File: src/sv/itad_pkg.sv
// Shared types, constants and a helper function for the integer to ASCII digits block.
package itad_pkg;

    localparam int VALUE_W       = 64;
    localparam int CHAR_W        = 7;
    localparam int NIB_W         = 4;
    localparam int BITS_PER_STEP = 4;
    localparam int CONV_STEPS    = VALUE_W / BITS_PER_STEP;
    localparam int STEP_W        = $clog2(CONV_STEPS);
    localparam int HEX_DIGITS    = VALUE_W / NIB_W;

    localparam logic [NIB_W-1:0]  DEC_RADIX   = 4'd10;
    localparam logic [NIB_W-1:0]  DABBLE_MIN  = 4'd5;
    localparam logic [NIB_W-1:0]  DABBLE_ADJ  = 4'd3;
    localparam logic [CHAR_W-1:0] GLYPH_ZERO  = 7'h30;
    localparam logic [CHAR_W-1:0] GLYPH_ALPHA = 7'h57;

    localparam logic MODE_DEC = 1'b0;
    localparam logic MODE_HEX = 1'b1;

    typedef struct packed {
        logic load;
        logic conv;
        logic trim;
        logic emit;
    } t_cmd;

    typedef struct packed {
        logic digit_zero;
        logic count_one;
    } t_sts;

    function automatic logic [CHAR_W-1:0] f_glyph(input logic [NIB_W-1:0] d);
        logic [CHAR_W-1:0] c;
        if (d < DEC_RADIX) begin
            c = GLYPH_ZERO + CHAR_W'(d);
        end else begin
            c = GLYPH_ALPHA + CHAR_W'(d);
        end
        return c;
    endfunction

endpackage

File: src/sv/itad_ifs.sv
// Valid/ready channel interfaces for the input values and the output characters.
interface itad_in_if;
    logic                          valid;
    logic                          ready;
    logic [itad_pkg::VALUE_W-1:0]  value;
    logic                          mode;

    modport source (output valid, output value, output mode, input ready);
    modport sink (input valid, input value, input mode, output ready);
endinterface

interface itad_out_if;
    logic                          valid;
    logic                          ready;
    logic [itad_pkg::CHAR_W-1:0]   digit_char;
    logic                          last;

    modport source (output valid, output digit_char, output last, input ready);
    modport sink (input valid, input digit_char, input last, output ready);
endinterface

File: src/sv/itad_ctrl.sv
// Controller state machine that sequences conversion, leading zero trim and emission.
module itad_ctrl (
    input  logic             i_clk,
    input  logic             i_rst_n,
    input  logic             i_in_valid,
    input  logic             i_in_mode,
    output logic             o_in_ready,
    output logic             o_out_valid,
    input  logic             i_out_ready,
    output itad_pkg::t_cmd   o_cmd,
    input  itad_pkg::t_sts   i_sts
);

    localparam logic [1:0] ST_IDLE = 2'd0;
    localparam logic [1:0] ST_CONV = 2'd1;
    localparam logic [1:0] ST_TRIM = 2'd2;
    localparam logic [1:0] ST_EMIT = 2'd3;

    logic [1:0]                    r_state;
    logic [1:0]                    n_state;
    logic [itad_pkg::STEP_W-1:0]   r_step;
    logic [itad_pkg::STEP_W-1:0]   n_step;

    always_comb begin
        n_state     = r_state;
        n_step      = r_step;
        o_cmd       = '0;
        o_in_ready  = 1'b0;
        o_out_valid = 1'b0;
        case (r_state)
            ST_IDLE: begin
                o_in_ready = 1'b1;
                if (i_in_valid) begin
                    o_cmd.load = 1'b1;
                    n_step     = '0;
                    n_state    = (i_in_mode == itad_pkg::MODE_HEX) ? ST_TRIM : ST_CONV;
                end
            end
            ST_CONV: begin
                o_cmd.conv = 1'b1;
                n_step     = r_step + 1'b1;
                if (r_step == itad_pkg::STEP_W'(itad_pkg::CONV_STEPS - 1)) begin
                    n_state = ST_TRIM;
                end
            end
            ST_TRIM: begin
                if (i_sts.digit_zero && !i_sts.count_one) begin
                    o_cmd.trim = 1'b1;
                end else begin
                    n_state = ST_EMIT;
                end
            end
            ST_EMIT: begin
                o_out_valid = 1'b1;
                if (i_out_ready) begin
                    o_cmd.emit = 1'b1;
                    if (i_sts.count_one) begin
                        n_state = ST_IDLE;
                    end
                end
            end
            default: begin
                n_state = ST_IDLE;
            end
        endcase
    end

    always_ff @(posedge i_clk) begin
        if (!i_rst_n) begin
            r_state <= ST_IDLE;
            r_step  <= '0;
        end else begin
            r_state <= n_state;
            r_step  <= n_step;
        end
    end

endmodule

File: src/sv/itad_dp.sv
// Datapath holding the binary value, the BCD or hex digit register and the digit count.
module itad_dp #(
    parameter int MAX_DIGITS = 20
) (
    input  logic                           i_clk,
    input  logic                           i_rst_n,
    input  itad_pkg::t_cmd                 i_cmd,
    output itad_pkg::t_sts                 o_sts,
    input  logic [itad_pkg::VALUE_W-1:0]   i_value,
    input  logic                           i_mode,
    output logic [itad_pkg::CHAR_W-1:0]    o_digit_char,
    output logic                           o_last
);

    localparam int DW = MAX_DIGITS * itad_pkg::NIB_W;
    localparam int CW = $clog2(MAX_DIGITS + 1);
    localparam int IW = $clog2(MAX_DIGITS);

    logic [DW-1:0]                   r_digits;
    logic [DW-1:0]                   n_digits;
    logic [itad_pkg::VALUE_W-1:0]    r_bin;
    logic [itad_pkg::VALUE_W-1:0]    n_bin;
    logic [CW-1:0]                   r_count;
    logic [CW-1:0]                   n_count;
    logic                            r_ovf;
    logic                            n_ovf;
    logic [DW-1:0]                   v_digits;
    logic [itad_pkg::VALUE_W-1:0]    v_bin;
    logic                            v_ovf;
    logic [CW-1:0]                   w_top;
    logic [IW-1:0]                   w_idx;
    logic [itad_pkg::NIB_W-1:0]      w_digit;

    // Double dabble: BITS_PER_STEP bits of the binary value move into the BCD register per cycle.
    // A one shifted out of the top digit means higher decimal digits were dropped.
    always_comb begin
        v_digits = r_digits;
        v_bin    = r_bin;
        v_ovf    = r_ovf;
        for (int b = 0; b < itad_pkg::BITS_PER_STEP; b++) begin
            for (int j = 0; j < MAX_DIGITS; j++) begin
                if (v_digits[j*itad_pkg::NIB_W +: itad_pkg::NIB_W] >= itad_pkg::DABBLE_MIN) begin
                    v_digits[j*itad_pkg::NIB_W +: itad_pkg::NIB_W] =
                        v_digits[j*itad_pkg::NIB_W +: itad_pkg::NIB_W] + itad_pkg::DABBLE_ADJ;
                end
            end
            v_ovf    = v_ovf | v_digits[DW-1];
            v_digits = {v_digits[DW-2:0], v_bin[itad_pkg::VALUE_W-1]};
            v_bin    = {v_bin[itad_pkg::VALUE_W-2:0], 1'b0};
        end
    end

    assign w_top   = r_count - 1'b1;
    assign w_idx   = w_top[IW-1:0];
    assign w_digit = r_digits[w_idx*itad_pkg::NIB_W +: itad_pkg::NIB_W];

    // Leading zeros are kept when higher decimal digits were dropped.
    assign o_sts.digit_zero = (w_digit == '0) && !r_ovf;
    assign o_sts.count_one  = (r_count == CW'(1));
    assign o_digit_char     = itad_pkg::f_glyph(w_digit);
    assign o_last           = o_sts.count_one;

    always_comb begin
        n_digits = r_digits;
        n_bin    = r_bin;
        n_count  = r_count;
        n_ovf    = r_ovf;
        if (i_cmd.load) begin
            n_bin = i_value;
            n_ovf = 1'b0;
            if (i_mode == itad_pkg::MODE_HEX) begin
                n_digits = DW'(i_value);
                n_count  = CW'(itad_pkg::HEX_DIGITS);
            end else begin
                n_digits = '0;
                n_count  = CW'(MAX_DIGITS);
            end
        end else if (i_cmd.conv) begin
            n_digits = v_digits;
            n_bin    = v_bin;
            n_ovf    = v_ovf;
        end else if (i_cmd.trim || i_cmd.emit) begin
            n_count = w_top;
        end
    end

    always_ff @(posedge i_clk) begin
        r_digits <= n_digits;
        r_bin    <= n_bin;
        r_ovf    <= n_ovf;
    end

    always_ff @(posedge i_clk) begin
        if (!i_rst_n) begin
            r_count <= '0;
        end else begin
            r_count <= n_count;
        end
    end

endmodule

File: src/sv/integer_to_ascii_digits.sv
// Top level of the integer to ASCII digits converter.
// The input channel carries a 64-bit unsigned value and a mode bit (0 decimal, 1 hexadecimal).
// The output channel returns the value's digits as ASCII, most significant first,
// lower-case for hex, with no leading zeros; a zero value gives a single '0'.
// The last flag marks the final, least significant digit of each number.
// One value is handled at a time: the input is ready only while the block is idle.
// Decimal values pass through a double dabble converter that takes 4 bits per cycle;
// hex values need no conversion.
// Leading zeros are then dropped at one digit per cycle.
// Each digit is then presented for one transfer.
// A stalled receiver simply holds the current digit; nothing is lost or repeated.
// A new value is accepted in the cycle after the transfer of the last digit.
// Synchronous reset returns the controller to idle with the input ready.
// With MAX_DIGITS below 20, only the low MAX_DIGITS decimal digits are returned,
// and a value longer than that keeps any leading zeros among those digits.
module integer_to_ascii_digits #(
    parameter int MAX_DIGITS = 20
) (
    input  logic          i_clk,
    input  logic          i_rst_n,
    itad_in_if.sink       i_in,
    itad_out_if.source    o_out
);

    itad_pkg::t_cmd w_cmd;
    itad_pkg::t_sts w_sts;

    itad_ctrl u_ctrl (
        .i_clk       (i_clk),
        .i_rst_n     (i_rst_n),
        .i_in_valid  (i_in.valid),
        .i_in_mode   (i_in.mode),
        .o_in_ready  (i_in.ready),
        .o_out_valid (o_out.valid),
        .i_out_ready (o_out.ready),
        .o_cmd       (w_cmd),
        .i_sts       (w_sts)
    );

    itad_dp #(
        .MAX_DIGITS (MAX_DIGITS)
    ) u_dp (
        .i_clk        (i_clk),
        .i_rst_n      (i_rst_n),
        .i_cmd        (w_cmd),
        .o_sts        (w_sts),
        .i_value      (i_in.value),
        .i_mode       (i_in.mode),
        .o_digit_char (o_out.digit_char),
        .o_last       (o_out.last)
    );

`ifndef SYNTHESIS
    a_no_overlap: assert property (@(posedge i_clk) disable iff (!i_rst_n)
        o_out.valid |-> !i_in.ready)
        else $error("Input ready while a digit is presented.");

    a_idle_after_last: assert property (@(posedge i_clk) disable iff (!i_rst_n)
        (o_out.valid && o_out.ready && o_out.last) |=> (i_in.ready && !o_out.valid))
        else $error("Block not idle after the final digit transfer.");

    a_char_range: assert property (@(posedge i_clk) disable iff (!i_rst_n)
        o_out.valid |-> ((o_out.digit_char >= 7'h30 && o_out.digit_char <= 7'h39)
                      || (o_out.digit_char >= 7'h61 && o_out.digit_char <= 7'h66)))
        else $error("Digit character outside the digit alphabet.");

    a_single_after_input: assert property (@(posedge i_clk) disable iff (!i_rst_n)
        (i_in.valid && i_in.ready) |=> (!i_in.ready && !o_out.valid) || o_out.valid)
        else $error("Input accepted again right after a transfer.");
`endif

endmodule
File: src/flat_wrapper.sv
// flat-port wrapper written by rule: the top's interface ports become plain ports
module integer_to_ascii_digits_flat 
#(
    parameter int MAX_DIGITS = 20
)
  (i_clk, i_rst_n, i_in_valid, i_in_value, i_in_mode, i_in_ready, o_out_valid, o_out_digit_char, o_out_last, o_out_ready);
  itad_in_if i_in_i ();
  itad_out_if o_out_i ();
  input  logic i_clk;
  input  logic i_rst_n;
  input wire logic [$bits(i_in_i.valid)-1:0] i_in_valid;
  input wire logic [$bits(i_in_i.value)-1:0] i_in_value;
  input wire logic [$bits(i_in_i.mode)-1:0] i_in_mode;
  output wire logic [$bits(i_in_i.ready)-1:0] i_in_ready;
  output wire logic [$bits(o_out_i.valid)-1:0] o_out_valid;
  output wire logic [$bits(o_out_i.digit_char)-1:0] o_out_digit_char;
  output wire logic [$bits(o_out_i.last)-1:0] o_out_last;
  input wire logic [$bits(o_out_i.ready)-1:0] o_out_ready;
  assign i_in_i.valid = i_in_valid;
  assign i_in_i.value = i_in_value;
  assign i_in_i.mode = i_in_mode;
  assign i_in_ready = i_in_i.ready;
  assign o_out_valid = o_out_i.valid;
  assign o_out_digit_char = o_out_i.digit_char;
  assign o_out_last = o_out_i.last;
  assign o_out_i.ready = o_out_ready;
  integer_to_ascii_digits #(.MAX_DIGITS(MAX_DIGITS)) u_core (.i_clk(i_clk), .i_rst_n(i_rst_n), .i_in(i_in_i), .o_out(o_out_i));
endmodule
File: config.mk
export PLATFORM = sky130hd
export DESIGN_NAME = integer_to_ascii_digits_flat
export DESIGN_NICKNAME = d
export VERILOG_FILES = /design/src/sv/itad_pkg.sv /design/src/sv/itad_ifs.sv /design/src/sv/itad_ctrl.sv /design/src/sv/itad_dp.sv /design/src/sv/integer_to_ascii_digits.sv /design/src/flat_wrapper.sv
export SDC_FILE = /design/constraint.sdc
export NUM_CORES = 1
export LEC_CHECK = 0
export BUFFER_PORTS_ARGS = -buffer_cell sky130_fd_sc_hd__buf_4
export CORE_MARGIN = 2
export CORE_UTILIZATION = 65
export CTS_BUF_LIST = sky130_fd_sc_hd__clkbuf_2
export DETAILED_ROUTE_END_ITERATION = 8
export PLACE_DENSITY = 0.84
export RECOVER_POWER = 25
export SLEW_MARGIN = 20
export SYNTH_ARGS = -nofsm -noshare
export SYNTH_HDL_FRONTEND = slang
export SYNTH_SLANG_ARGS = --single-unit
File: constraint.sdc
create_clock -name i_clk -period 11.3 [get_ports i_clk]
set_input_delay 0.565 -clock i_clk [delete_from_list [all_inputs] [get_ports i_clk]]
set_output_delay 0.565 -clock i_clk [all_outputs]
set_load 0.1 [all_outputs]
; Word level (Yosys, flattened, before mapping)
; Index checks and enable logic that the tools add are counted.
[word_totals]
inputBits = 69
reg_bits = 156
[classes]
addsub = 84
n_shift = 1
reduce_logical = 13
bitwise_logic = 4
muxes = 108
eq_ne = 11
magnitude_cmp = 81
[ops]
columns = op, n
row1 = two-way mux 4 bit, 81
row2 = "adder 4 x 2 -> 4 bit, second input constant", 80
row3 = "greater-or-equal comparator 4 x 3 -> 1 bit, second input constant", 80
row4 = two-way mux 64 bit, 3
row5 = two-way mux 80 bit, 2
row6 = indexed part select 80 x 8 -> 4 bit, 1
row7 = two-way mux 5 bit, 3
row8 = two-way mux 2 bit, 6
row9 = "!= test 2 bit, second input constant", 5
row10 = two-way mux 1 bit, 9
row11 = one-hot mux 2 bit (4 select lines), 1
row12 = one-hot mux 4 bit (2 select lines), 1
row13 = "adder 6 x 4 -> 7 bit, first input constant", 1
row14 = "adder 7 x 4 -> 7 bit, first input constant", 1
row15 = two-way mux 7 bit, 1
row16 = nonzero test 2 bit, 3
row17 = "equality test 5 x 1 -> 1 bit, second input constant", 1
row18 = AND reduction 5 bit, 1
row19 = "subtractor 5 x 1 -> 5 bit, second input constant", 1
row20 = "adder 4 x 1 -> 4 bit, second input constant", 1
row21 = "equality test 2 bit, second input constant", 2
row22 = "equality test 4 bit, second input constant", 1
row23 = logical NOT 4 bit, 1
row24 = "< comparator 4 bit, second input constant", 1
row25 = other kinds (9), 15

; Logic depth before layout (Yosys ltp)
[depth]
depth_word = 11
mapped_depth = 20
depth_no_buf = 19

; Modules after synthesis
; From an unflattened synthesis, not the netlist that was laid out.
[hier_totals]
cells_unflattened = 1670
hier_area_um2 = 15336.0
[by_module_without_submodules]
columns = module, cells_per_inst, area_per_inst_um2, n_inst
row1 = itad_dp, 1623, 14925.6, 1
row2 = itad_ctrl, 47, 410.4, 1

; Worst setup path after synthesis
; Ideal clock, no wire load.
[synth_path]
kind = reg-to-output
startpoint = register u_core.u_dp.r_count[0]
endpoint = output o_out_digit_char[0]
path_stages_with_launch = 14
arrival_time_ns = 5.554
setup_slack_ns = 5.181
required_ns = 10.735
path_buffers = 3
path_cell_list = dfxtp_1 -> buf_6 -> buf_2 -> inv_1 -> ha_1 -> buf_1 -> mux4_2 -> o21ai_0 -> nand2_1 -> o21ai_0 -> a22o_1 -> inv_1 -> a21oi_1 -> xnor2_1
[synth_between]
elab_chain_cells = 4
[synth_rtl]
columns = item, line
row1 = from (decl), itad_dp.sv:23  ; logic [CW-1:0] r_count;
row2 = from (signal assigned), itad_dp.sv:97  ; r_count <= n_count;
row3 = subtractor 5 x 1 -> 5 bit (*), itad_dp.sv:53  ; assign w_top = r_count - 1'b1;
row4 = indexed part select 80 x 8 -> 4 bit (*), itad_dp.sv:55  ; assign w_digit = r_digits[w_idx*itad_pkg::NIB_W +: itad_pkg::NIB_W];
row5 = "adder 7 x 4 -> 7 bit, or another cell as far along", itad_pkg.sv:38  ; c = GLYPH_ALPHA + CHAR_W'(d);
row6 = two-way mux 7 bit (*), itad_pkg.sv:35  ; if (d < DEC_RADIX) begin
row7 = to (decl), flat_wrapper.sv:16  ; output wire logic [$bits(o_out_i.digit_char)-1:0] o_out_digit_char;
; Every way passes the cells marked *; elsewhere a longest branch is shown, timed or not.

; Worst setup path after layout
[layout_path]
startpoint = register u_core.u_ctrl.r_state[1]
endpoint = register u_core.u_dp.r_digits[53] (enable)
[layout_between]
elab_chain_cells = 3
[layout_rtl]
columns = item, line
row1 = from (decl), itad_ctrl.sv:19  ; logic [1:0] r_state;
row2 = from (signal assigned), itad_ctrl.sv:73  ; r_state <= n_state;
row3 = equality test 2 x 1 -> 1 bit / logical NOT 2 bit (equally long branches), itad_ctrl.sv:30  ; case (r_state)
row4 = two-way mux 1 bit, itad_ctrl.sv:30
row5 = nonzero test 2 bit (no line) (*), --
row6 = to (signal assigned), itad_dp.sv:88  ; r_digits <= n_digits;
row7 = to (decl), itad_dp.sv:19  ; logic [DW-1:0] r_digits;
; Marked as above.
; A chain may end at the register's enable or synchronous reset.

==> reports/qor.csv <==
stage,metric,value,unit
run_status,status,"complete, but fails checks",
run_status,failing checks,"max-capacitance violations, max-slew violations",
detailed_routing,vias,14027,
hold_path,critical hold path startpoint,i_in_value[26],
logic_synthesis,syn avg cell area,8.39,sq um
timing,Slew @ Worst Pin,3.88,ns
critical_path,worst setup path category,flop to flop,
timing,Tcrit/Tclk final,58.3,%
clocking,Num CTS Buffers,17,
timing,setup TNS,0,ns
clocking,Root Driver,clkbuf_2,
placed_design,count of buffers from port buffering,77,
clocking,CTS max path bufs,2,
clocking,post-CTS sizing,0,
final_layout,layout cells sized above 1,16.9,%
critical_path,FF-to-FF path depth,5,
die,die area,0.0251,sq mm
hold_path,worst hold path type,input port to flop,
global_route,met1 GRT Util,40.5,%
hold_path,WHS Endpoint,u_core.u_dp.r_bin[26]$_DFFE_PP_,
global_route,met2 Use GR,50.2,%
detailed_routing,Initial DRC Count,1297,
logic_synthesis,Synth Cell Area,0.0155,sq mm
critical_path,R2R Path End,u_core.u_dp.r_digits[53]$_DFFE_PP_,
critical_path,type of origin of the critical path,flop,
timing,fmax,152,MHz
global_route,layer with the highest usage,met2,
die,Initial Util,66.2,%
logic_synthesis,"EDFF count, synth",144,
global_route,vias in the first global route,13170,
final_layout,# nets final,2047,
clocking,H-tree levels,4,
final_layout,FF/Latch Area,0.00456,sq mm
critical_path,"delay-heaviest family, CP",simple AND/OR/NAND/NOR gates,
logic_synthesis,Post-Synthesis Cells,1846,
global_route,largest net degree at the start of global routing,90,
clocking,"Clk Latency, worst-skew pair",0.76,ns
die,I/O Pins,79,
logic_synthesis,Synth top area share,27.9,%
detailed_routing,first drt pass iteration count,8,
logic_synthesis,cell taking the most area after synthesis,edfxtp_1,
logic_synthesis,ys async rst share,0,%
logic_synthesis,Synth Warn #,0,
critical_path,CP endpoint kind,flop,
timing,setup violators final,0,
final_layout,Final Util,70.6,%
detailed_routing,# DRC,0,
final_layout,multi-input combinational cell area,0.0103,sq mm
global_route,global route total overflow,0,
detailed_routing,DRT Wirelength,37700,microns
global_route,initial antenna violation count,1,
logic_synthesis,distinct cell type count after synthesis,91,
critical_path,crit path DAT,6.94,ns
critical_path,"Max FO, Critical Path",78,
die,Die X,158,microns
timing,Final Hold Vio Count,0,
placed_design,RD Place Congestion,0.846,
clocking,CTS tree,yes,
timing,final slew viol count,208,
detailed_routing,DR WL/cell,17.0,microns
timing,Slew HR,-159,%
critical_path,CP peak stage delay,2.97,ns
logic_synthesis,"Seq/Total Area, Yosys",29.5,%
critical_path,"Cell Chain, Critical Path",inv_1 -> ha_1 -> nand2_1 -> nand2b_1 -> buf_4,
timing,RSZ-0062 raised after global routing,no,
die,Chip Height,158,microns
timing,min Tclk post-route,6.59,ns
timing,Final Skew,0.0647,ns
clocking,clock slew seen by the registers of the worst setup and hold paths,0.27,ns
hold_path,worst hold stages,3,
detailed_routing,Post-DRT Antenna Nets,0,
detailed_routing,drt via density,6.32,
critical_path,Reg-to-Reg Start,u_core.u_ctrl.r_state[1]$_SDFFE_PN0P_,
logic_synthesis,Syn Nets,2005,
timing,worst hold slack,0.0516,ns
critical_path,CP max-delay cell,nand2b_1,
critical_path,flop2flop setup slack,4.71,ns
logic_synthesis,"top cells by count, synth","nand2_1, a21oi_1, edfxtp_1",
critical_path,WP buf/inv,2,
clocking,Sink Count,156,
logic_synthesis,number of synthesized register bits,156,
die,total core area,0.0234,sq mm
global_route,gr usage total,30.1,%
final_layout,Area Growth Syn to Fin,6.63,%
critical_path,Worst Path Required,11.65,ns
global_route,GR Util met3,4.03,%
logic_synthesis,ranking of synthesized cells by area,"edfxtp_1, ha_1, nand2_1",
job,MaxCap Viol Count,3,
placed_design,hpwl dp,27400,microns
logic_synthesis,most common cell in the netlist,nand2_1,
final_layout,FILL cells,1890,
logic_synthesis,ys flop type,edfxtp_1,
die,row count,56,
global_route,first-pass GRT wire length,61300,microns
placed cells by master (no fill, tap or decap), types with 12 or more instances in the layout:
master    netlist  layout
and3_1         20      20
mux2i_1        46      46
or3_1          16      16
a21oi_1       198     198
xnor2_2        22      22
a31oi_1        63      63
nor2b_1        15      15
ha_1           90      90
or2_2          16      16
clkbuf_2        0      18
o21a_1         19      19
nand2_1       281     281
a21oi_2        34      34
edfxtp_1      144     144
o22a_1         12      12
mux2_2         53      53
nor2_1        114     114
mux4_2         18      18
buf_4           1      78
inv_2          20      20
o21ai_1        64      64
nand3_1        51      51
xnor2_1        49      49
o21ai_0       120     120
dfxtp_1        12      12
nor3b_1        32      32
nor3_1         13      13
nand2b_1       27      27
inv_1          87      87
timing repair:
action,CTS,global route
endpoints found under the hold margin,0,1
hold buffers,0,1
setup buffers,0,0
final cells by class:
class                      count  area share [%]
timing repair buffer          82            3.67
inverter                     107            2.43
clock inverter                14            1.02
clock buffer                  18           0.545
multi-input combinational   1524            62.3
tap                          319            2.42
sequential                   156            27.6
antenna                        1          0.0152
routing by layer:
metal | vias to the layer above | routed length (microns)
met2 | 507 | 17700
li1 | 6853 | -
met1 | 6587 | 16500
met5 | - | 0
met3 | 80 | 2450
met4 | 0 | 1050
flip-flops by register name, indices dropped and copies added, names as in the netlist:
signal / cells
u_core.u_dp.r_bin: 64
u_core.u_dp.r_digits: 80
u_core.u_ctrl.r_state: 2
u_core.u_dp.r_count: 5
u_core.u_ctrl.r_step: 4
u_core.u_dp.r_ovf: 1
worst max path at each step:
stage | start | endpoint | slack, ns | depth (start not counted)
6_report | u_core.u_ctrl.r_state[1]$_SDFFE_PN0P_ | u_core.u_dp.r_digits[53]$_DFFE_PP_ | 4.71 | 5
5_1_grt | u_core.u_ctrl.r_state[1]$_SDFFE_PN0P_ | u_core.u_dp.r_digits[53]$_DFFE_PP_ | 4.17 | 5
4_1_cts | u_core.u_dp.r_count[0]$_SDFFE_PN0P_ | o_out_digit_char[1] | 6.02 | 12
3_5_place_dp | u_core.u_dp.r_count[0]$_SDFFE_PN0P_ | u_core.u_dp.r_count[2]$_SDFFE_PN0P_ | 6.80 | 17
3_3_place_gp | u_core.u_dp.r_count[0]$_SDFFE_PN0P_ | u_core.u_dp.r_count[2]$_SDFFE_PN0P_ | 6.92 | 17
2_1_floorplan | u_core.u_dp.r_count[0]$_SDFFE_PN0P_ | o_out_digit_char[0] | 5.18 | 13
tightest hold or removal path: stages:
cell	delay (ns)
buf_4	0.08
nand2_1	0.04
nand2_1	0.04
stage by stage:
stage,setup WS (ns),area [sq um],std cells
after CTS,6.02,16500,2219
final,4.71,16500,2221
after global routing,4.17,16500,2221
after floorplan,5.18,15500,1846
after detailed placement,6.80,16300,2187
after global placement,6.92,16300,2187
cells by family (layout without fill, tap and decap cells):
kind of cell               after synthesis  in the layout  synth area share [%]
xor gates and xnor gates                78             78                  5.53
muxes                                  125            125                  10.3
and+or+nand+nor                        612            612                  18.3
AOI/OAI and AO/OA                      618            618                  24.9
DFF                                    156            156                  29.5
other                                    1              2                0.0242
buffers and inverters                  166            221                  4.16
adders and majority gates               90             90                  7.27
Power is not shown: default switching activity piles up to over one toggle a cycle in this logic, so the estimate is an artifact.
